--- config.mk ---
export PLATFORM = sky130hd
export DESIGN_NAME = ryuv_color_math
export DESIGN_NICKNAME = d
export VERILOG_FILES = /design/src/ryuv_pkg.sv /design/src/ryuv_color_math.sv
export SDC_FILE = /design/constraint.sdc
export NUM_CORES = 1
export LEC_CHECK = 0
export BUFFER_PORTS_ARGS = -buffer_cell sky130_fd_sc_hd__clkbuf_2
export CORE_MARGIN = 2
export CORE_UTILIZATION = 55
export DETAILED_ROUTE_END_ITERATION = 8
export GPL_TIMING_DRIVEN = 0
export PLACE_DENSITY = 0.84
export SLEW_MARGIN = 20
export SYNTH_ARGS = -nofsm -noshare
export SYNTH_HDL_FRONTEND = slang
export SYNTH_SLANG_ARGS = --single-unit
--- constraint.sdc ---
create_clock -name vclk -period 20.5
set_clock_uncertainty 0.15 [all_clocks]
set_input_delay 2.05 -clock vclk [all_inputs]
set_output_delay 2.05 -clock vclk [all_outputs]
set_load 0.05 [all_outputs]
--- src/ryuv_pkg.sv ---
// Shared types and constants of the RGB to YUV 4:2:0 converter.
`timescale 1ns / 1ps

package ryuv_pkg;

  // Pixel as it arrives on the input stream, red in the lowest byte.
  typedef struct packed {
    logic [7:0] blue;
    logic [7:0] green;
    logic [7:0] red;
  } pixel_t;

  // Per-pixel results of the color math: luma and the quartered chroma terms.
  typedef struct packed {
    logic [7:0] luma;
    logic [5:0] blue_q;
    logic [5:0] red_q;
  } color_t;

  // One line-store entry: running 2x2 sums for a column pair.
  typedef struct packed {
    logic [7:0] blue;
    logic [7:0] red;
  } chroma_pair_t;

  // BT.601 integer weights; chroma weights with a minus sign are kept as magnitudes.
  localparam int Y_R = 66;
  localparam int Y_G = 129;
  localparam int Y_B = 25;
  localparam int CB_R_NEG = 38;
  localparam int CB_G_NEG = 74;
  localparam int CB_B = 112;
  localparam int CR_R = 112;
  localparam int CR_G_NEG = 94;
  localparam int CR_B_NEG = 18;
  localparam int ROUND_HALF = 128;
  localparam int Y_OFFSET = 16;
  // Chroma offset of 128 pre-shifted, plus rounding: keeps the sum non-negative.
  localparam int CHROMA_BIAS = (128 << 8) + ROUND_HALF;

  localparam logic [12:0] HEIGHT_LIMIT = 13'd4096;

  // Configuration register indexes.
  localparam int CFG_INDEX_W = 4;
  localparam logic [CFG_INDEX_W-1:0] REG_IMAGE_WIDTH = 4'd0;
  localparam logic [CFG_INDEX_W-1:0] REG_IMAGE_HEIGHT = 4'd1;

endpackage

--- src/ryuv_color_math.sv ---
// Per-pixel BT.601 luma and quartered chroma terms.
`timescale 1ns / 1ps

module ryuv_color_math (
  input  ryuv_pkg::pixel_t px,
  output ryuv_pkg::color_t color
);

  logic [15:0] y_sum;
  logic [8:0]  y_off;
  logic [15:0] cb_pos, cb_neg, cb_sum;
  logic [15:0] cr_pos, cr_neg, cr_sum;

  always_comb begin
    y_sum = 16'(px.red) * 16'(ryuv_pkg::Y_R) + 16'(px.green) * 16'(ryuv_pkg::Y_G)
          + 16'(px.blue) * 16'(ryuv_pkg::Y_B) + 16'(ryuv_pkg::ROUND_HALF);
    y_off = {1'b0, y_sum[15:8]} + 9'(ryuv_pkg::Y_OFFSET);

    // Biased sums never go negative, so plain unsigned subtraction is exact.
    cb_pos = 16'(ryuv_pkg::CHROMA_BIAS) + 16'(px.blue) * 16'(ryuv_pkg::CB_B);
    cb_neg = 16'(px.red) * 16'(ryuv_pkg::CB_R_NEG) + 16'(px.green) * 16'(ryuv_pkg::CB_G_NEG);
    cb_sum = cb_pos - cb_neg;
    cr_pos = 16'(ryuv_pkg::CHROMA_BIAS) + 16'(px.red) * 16'(ryuv_pkg::CR_R);
    cr_neg = 16'(px.green) * 16'(ryuv_pkg::CR_G_NEG) + 16'(px.blue) * 16'(ryuv_pkg::CR_B_NEG);
    cr_sum = cr_pos - cr_neg;

    color.luma   = y_off[8] ? 8'hFF : y_off[7:0];
    // Shift by 8, then quarter.
    color.blue_q = cb_sum[15:10];
    color.red_q  = cr_sum[15:10];
  end

endmodule

==> summary.md, run 1 <==
| Metric | Value |
|---|---|
| RSZ-0062 raised after global routing | `no` |
| I/O pins | `44` |
| Core Footprint | `12700 um2` |
| Initial Utilization | `56.4%` |
| Clock buffers | `0` |
| Fillers | `1110` |
| Ranking of synthesized cells by area | `ha_1, fa_1, inv_1, xnor2_1, a21oi_1` |
| Final cycle utilization of the critical path | `52.4%` |
| Yosys Warn Count | `0` |
| GRT Overall Usage | `20.9%` |
| Row count | `41` |
| Layout cells sized above 1 | `6.33%` |
| Register area | `0 um2` |
| CP max stage delay | `0.53 ns` |
| Via count | `5307` |
| Outcome | `complete, no violations` |
| Port bufs | `44` |
| Dpl hpwl | `12400 um` |
| Final Hold Vio Count | `0` |
| Sequential cell count | `0` |
| Diodes inserted | `0` |
| Routed len/inst | `13.6 um` |
| Number of nets in the layout | `1177` |
| Syn_nets | `1131` |
| Slew headroom | `54.5%` |
| Number of global-route vias before repair | `5453` |
| Largest net degree at the start of global routing | `13` |
| Hold buffers post-CTS | `0` |
| Antenna-violating nets left | `0` |
| CP Launch Type | `primary input` |
| Post-cts resize count | `0` |
| Setup TNS | `0 ns` |
| Crit. End Element | `primary output` |
| Vias per cell | `5.26` |
| Netlist cell types | `45` |
| Setup-failing EPs final | `0` |
| GR met2 Demand/Resource | `37.9%` |
| Postcts setup bufs | `0` |
| Final Max Slew Viols | `0` |
| Yosys top cell area share | `39.7%` |
| DRC viols | `0` |
| DIE HEIGHT | `118 um` |
| GR peak layer | `met2` |
| GPL Wtd Cong | `0.863` |
| Cell area after synthesis | `7150 um2` |
| Routed WL | `13700 um` |
| Syn avg cell area | `9.02 um2` |
| Sequential share of the synthesized area | `0%` |
| Initial antenna violation count | `0` |
| DRT Pass-1 Iters | `4` |
| Slew of the pin with the lowest slew margin | `0.665 ns` |
| Max-cap violations | `0` |
| Syn Inst Count | `793` |
| GR Util met1 | `27.5%` |
| P&R area growth vs syn | `6.09%` |
| Met3 usage | `0.533%` |
| CP Class | `in -> out` |
| CP arrival | `8.54 ns` |
| Die W | `118 um` |
| DRT iter0 DRCs | `161` |
| Worst Path Required | `18.30 ns` |
| Tmin final | `10.74 ns` |
| Critical-path maximum fanout | `8` |
| Fmax | `93.1 MHz` |
| Slowest cell on crit path | `fa_1` |
| First-pass GRT wire length | `24300 um` |
| Hold Path Class | `in -> out` |
| Full die area | `13900 um2` |
| Cell taking the most area after synthesis | `ha_1` |
| GRT overflow | `0` |
kinds of logic (layout without fill, tap and decap cells):
kind of cell | Yosys count | after routing | synth area share, %
adder cells (fa/ha/maj) | 314 | 314 | 64.1
AO/OA/AOI/OAI | 129 | 129 | 11.6
buffers and inverters | 203 | 247 | 10.7
XOR/XNOR | 63 | 63 | 7.72
multiplexers | 1 | 1 | 0.140
AND/OR/NAND/NOR | 83 | 83 | 5.83
worst paths after layout:
path,cells past startpoint,startpoint,endpoint,slack [ns]
worst min-delay path,6,px[15],color[11],5.05
worst max-delay path,25,px[2],color[17],9.76
placed cells by master (no fill, tap or decap), types with 11 or more instances in the layout:
cell type  instances
ha_1             227
o21ai_0           19
nor2b_1           11
a21o_1            15
xor2_1            16
nand2_1           26
xnor2_1           47
o21bai_1          13
a21oi_1           50
fa_1              87
inv_1            202
nor2_1            21
clkbuf_2          44
critical path, delay by kind of cell:
kind / cells / cell delay (ns)
AND/OR/NAND/NOR: 2 / 0.42
buffers and inverters: 8 / 0.93
adder cells (fa/ha/maj): 10 / 4.04
XOR/XNOR: 1 / 0.22
AO/OA/AOI/OAI: 4 / 0.87
synth_stat cells (all sizes together) (2+ instances only):
cell type    n
ha         227
xor2        16
nand3        6
o31a         2
a2111oi      2
and4         2
a2111o       2
nand2       26
o211ai       3
nor2b       11
fa          87
nor2        21
nand2b       2
nor3         5
and3b        2
o21ai       22
xnor2       47
o21a         8
a21oi       50
a211oi       3
a31oi        2
o21bai      13
a21o        15
inv        202
and3         2
routing by layer:
layer / wire length, um / part of all wire (%) / up-vias
met5: 0 / 0 / -
li1: - / - / 2685
met3: 399 / 2.9 / 25
met4: 410 / 3.0 / 0
met2: 6750 / 49 / 81
met1: 6120 / 45 / 2516
area by class of cell:
| class | count | area [um2] | area share [%] |
|---|---|---|---|
| repair buffers | 44 | 220 | 2.90 |
| plain buffers | 1 | 5.00 | 0.0660 |
| multi-input cells | 590 | 6390 | 84.2 |
| inverters | 202 | 758 | 10.0 |
| well taps | 172 | 215 | 2.84 |
stage by stage:
| stage | util (%) | instance area, um2 | setup WS (ns) | instances | hold WS, ns |
|---|---|---|---|---|---|
| after detailed placement | 59.9 | 7580 | 9.76 | 1009 | 5.06 |
| after global placement | 59.9 | 7580 | 9.86 | 1009 | 5.05 |
| after CTS | 59.9 | 7580 | 9.76 | 1009 | 5.07 |
| final | 59.9 | 7580 | 9.76 | 1009 | 5.05 |
| after floorplan | - | 7150 | 10.36 | 793 | 4.65 |
| after global routing | 59.9 | 7580 | 9.35 | 1009 | 5.15 |
Power of run 1 is left out: the tool's default activity adds up to more than one toggle a clock period on the data nets, which glitch-free logic cannot reach.
==> run 2, diff against run 1 <==
--- a/config.mk
+++ b/config.mk
@@ -10,7 +10,7 @@
 export CORE_UTILIZATION = 55
 export DETAILED_ROUTE_END_ITERATION = 8
 export GPL_TIMING_DRIVEN = 0
-export PLACE_DENSITY = 0.84
+export PLACE_DENSITY = 0.87
 export SLEW_MARGIN = 20
 export SYNTH_ARGS = -nofsm -noshare
 export SYNTH_HDL_FRONTEND = slang
==> constraint.sdc (replaced) <==
create_clock -name vclk -period 9.58
set_clock_uncertainty 0.15 [all_clocks]
set_input_delay 0.958 -clock vclk [all_inputs]
set_output_delay 0.958 -clock vclk [all_outputs]
set_load 0.05 [all_outputs]
==> run 2 against run 1 <==
  * Worst setup slack worse by 8.8 ns
  * Critical path depth stayed put
  * Via count is 1.8% higher
  * Non-clock buffer count is the same
  * Cell count is the same
  * Final area is the same
  * Largest cell class unchanged
  * Hold slack worse by 2.2 ns
  * Critical path type unchanged
==> summary.md, run 2 (synthesized netlist as in run 1, its figures left out) <==
| Metric | Value |
|---|---|
| CP Class | `in -> out` |
| Crit. End Element | `primary output` |
| Worst hold margin | `2.87 ns` |
| Outcome | `complete, no violations` |
| Worst Path Required | `8.47 ns` |
| Core Footprint | `12700 um2` |
| CP Launch Type | `primary input` |
| CP arrival | `7.47 ns` |
| Commonest non-fill, non-tap cell in the layout | `ha_1` |
| Routed WL | `14700 um` |
| Clock buffers | `0` |
| Most frequent cells in the layout | `ha_1, inv_1, fa_1` |
| DIE HEIGHT | `118 um` |
| GRT Overall Usage | `22.1%` |
| Setup-failing EPs final | `0` |
| Fillers | `1061` |
| Hold buffers post-CTS | `0` |
| I/O pins | `44` |
| Sequential cell count | `0` |
| Final Max Slew Viols | `0` |
| Slew headroom | `53.3%` |
| Vias per cell | `5.35` |
| Antenna-violating nets left | `0` |
| Die W | `118 um` |
| CP max stage delay | `0.54 ns` |
| Slew of the pin with the lowest slew margin | `0.691 ns` |
| Port bufs | `44` |
| Layout cells sized above 1 | `6.33%` |
| Routed len/inst | `14.6 um` |
| Critical-path maximum fanout | `8` |
| DRC viols | `0` |
| DRT Pass-1 Iters | `5` |
| Number of global-route vias before repair | `5710` |
| Initial antenna violation count | `0` |
| Largest net degree at the start of global routing | `13` |
| Max-cap violations | `0` |
| Initial Utilization | `56.4%` |
| Hold Path Class | `in -> out` |
| Final cycle utilization of the critical path | `89.5%` |
| GRT overflow | `0` |
| Number of nets in the layout | `1177` |
| Diodes inserted | `0` |
| RSZ-0062 raised after global routing | `no` |
| DRT iter0 DRCs | `193` |
| Post-cts resize count | `0` |
| Setup TNS | `0 ns` |
| Dpl hpwl | `13200 um` |
| GPL Wtd Cong | `0.854` |
| Final Hold Vio Count | `0` |
| Via count | `5402` |
| Postcts setup bufs | `0` |
| Fmax | `117 MHz` |
| P&R area growth vs syn | `6.09%` |
| Slowest cell on crit path | `fa_1` |
| First-pass GRT wire length | `25600 um` |
| Row count | `41` |
| Tmin final | `8.58 ns` |
| Register area | `0 um2` |
| Full die area | `13900 um2` |
==> run 2: worst max-delay path, delay by kind of cell <==
kind	cells	cell delay (ns)
xor gates and xnor gates	1	0.20
adders and majority gates	10	4.09
buffers and inverters	8	0.94
AOI/OAI and AO/OA	4	0.85
and+or+nand+nor	2	0.43
==> run 2: routing by layer <==
layer | part of all wire [%] | vias to the layer above | track usage (%) | routed length, um
li1 | - | 2691 | - | -
met1 | 41 | 2591 | 27.5 | 6090
met2 | 52 | 92 | 42.0 | 7660
met3 | 4.0 | 28 | 1.31 | 586
met4 | 2.6 | 0 | 4.59 | 389
met5 | 0 | - | 0 | 0
==> run 2: layout make-up <==
type	count	area (um2)	area share (%)
inverters	202	758	10.0
repair buffers	44	220	2.90
multi-input cells	590	6390	84.2
well taps	172	215	2.84
plain buffers	1	5.00	0.0660
==> run 2: worst paths after layout <==
path  startpoint         to  depth (start not counted)
max        px[2]  color[17]                         25
min       px[15]  color[11]                          6
==> run 2: metrics by stage <==
step	setup slack, ns	utilization [%]	cells	cell area, um2
2_1_floorplan	1.63	-	793	7150
3_3_place_gp	1.14	59.9	1009	7580
3_5_place_dp	0.972	59.9	1009	7580
4_1_cts	0.949	59.9	1009	7580
5_1_grt	0.658	59.9	1009	7580
6_report	1.00	59.9	1009	7580
Power of run 2 is left out for the same reason.
==> run 3, diff against run 2 <==
--- a/config.mk
+++ b/config.mk
@@ -10,7 +10,7 @@
 export CORE_UTILIZATION = 55
 export DETAILED_ROUTE_END_ITERATION = 8
 export GPL_TIMING_DRIVEN = 0
-export PLACE_DENSITY = 0.87
+export PLACE_DENSITY = 0.84
 export SLEW_MARGIN = 20
 export SYNTH_ARGS = -nofsm -noshare
 export SYNTH_HDL_FRONTEND = slang
==> constraint.sdc (replaced) <==
create_clock -name vclk -period 8.25
set_clock_uncertainty 0.15 [all_clocks]
set_input_delay 0.825 -clock vclk [all_inputs]
set_output_delay 0.825 -clock vclk [all_outputs]
set_load 0.05 [all_outputs]
==> run 3 against run 2 <==
  * Worst setup slack got worse by 0.77 ns
  * Non-clock buffer count up 2
  * Final area grew 0.66%
  * Global-route usage fell by 1.2 points
  * Utilization up 0.40 points
  * First-iteration DRC count decreased by 12%
==> summary.md, run 3 (synthesized netlist as in run 1, its figures left out) <==
| Metric | Value |
|---|---|
| Outcome | `complete, no violations` |
| First-pass GRT wire length | `24300 um` |
| Clock buffers | `0` |
| Setup-failing EPs final | `0` |
| Initial Utilization | `56.4%` |
| Hold buffers post-CTS | `0` |
| I/O pins | `44` |
| Critical path buffer and inverter count | `8` |
| Port bufs | `44` |
| Crit. End Element | `primary output` |
| Die W | `118 um` |
| DRT iter0 DRCs | `169` |
| Slew of the pin with the lowest slew margin | `0.473 ns` |
| CP Class | `in -> out` |
| CP arrival | `7.05 ns` |
| Row count | `41` |
| Tmin final | `8.02 ns` |
| Fin area | `7630 um2` |
| Final cycle utilization of the critical path | `97.2%` |
| GRT overflow | `0` |
| Worst Path Required | `7.28 ns` |
| Layout cells sized above 1 | `7.03%` |
| Antenna-violating nets left | `0` |
| Dpl hpwl | `12400 um` |
| GRT Overall Usage | `20.9%` |
| Slew headroom | `68.0%` |
| Critical-path maximum fanout | `8` |
| Largest net degree at the start of global routing | `13` |
| Most frequent cells in the layout | `ha_1, inv_1, fa_1` |
| CP Launch Type | `primary input` |
| DRC viols | `0` |
| Core Footprint | `12700 um2` |
| Register area | `0 um2` |
| P&R area growth vs syn | `6.79%` |
| GPL Wtd Cong | `0.863` |
| Critical path's top delay family | `adder cells` |
| Final Hold Vio Count | `0` |
| Full die area | `13900 um2` |
| Vias per cell | `5.25` |
| DRT Pass-1 Iters | `4` |
| Number of nets in the layout | `1179` |
| Max-cap violations | `0` |
| Via count | `5306` |
| Hold Path Class | `in -> out` |
| Final Max Slew Viols | `0` |
| CP max stage delay | `0.53 ns` |
| Slowest cell on crit path | `fa_1` |
| Fmax | `125 MHz` |
| Number of global-route vias before repair | `5459` |
| Commonest non-fill, non-tap cell in the layout | `ha_1` |
| Diodes inserted | `0` |
| Initial antenna violation count | `0` |
| Routed WL | `13700 um` |
| Post-DP Area | `7580 um2` |
| Sequential cell count | `0` |
| DIE HEIGHT | `118 um` |
| Routed len/inst | `13.6 um` |
[run 3: cell count changes in the layout (fill, tap and decap cells not counted), sizes merged]
cell and delta:
buf +4, clkbuf -2
[run 3: final cells by class]
cell class	instances	area (um2)
Tap cell	172	215
Multi-Input combinational cell	590	6400
Fill cell	1102	5040
Timing Repair Buffer	46	255
Inverter	202	758
Buffer	1	5.00
[run 3: layer usage]
metal | up-vias | wire, um | GRT usage [%]
met5 | - | 0 | 0
met4 | 0 | 391 | 5.35
met3 | 23 | 464 | 0.533
met2 | 74 | 6760 | 37.9
met1 | 2519 | 6080 | 27.5
li1 | 2690 | - | -
[run 3: final timing paths]
kind  cells past startpoint         to   start  slack [ns]
max                      25  color[12]   px[2]        0.23
min                       6  color[11]  px[15]        2.60
[run 3: repair_timing]
item,in CTS,in global routing
resized for setup,6,13
pin swaps,0,2
setup buffers,0,2
setup endpoints to repair,6,8
gates cloned,0,0
[run 3: per-stage QoR]
stage,setup slack (ns),hold slack [ns],TNS (ns),cells,util (%)
after floorplan,0.561,2.20,0,793,-
after global placement,0.0641,2.60,0,1009,59.9
after detailed placement,-0.0381,2.61,-0.154,1009,59.9
after CTS,0.00306,2.62,0,1009,60.0
after global routing,-0.00398,2.70,-0.00644,1011,60.3
final,0.229,2.60,0,1011,60.3
Power of run 3 is left out for the same reason.
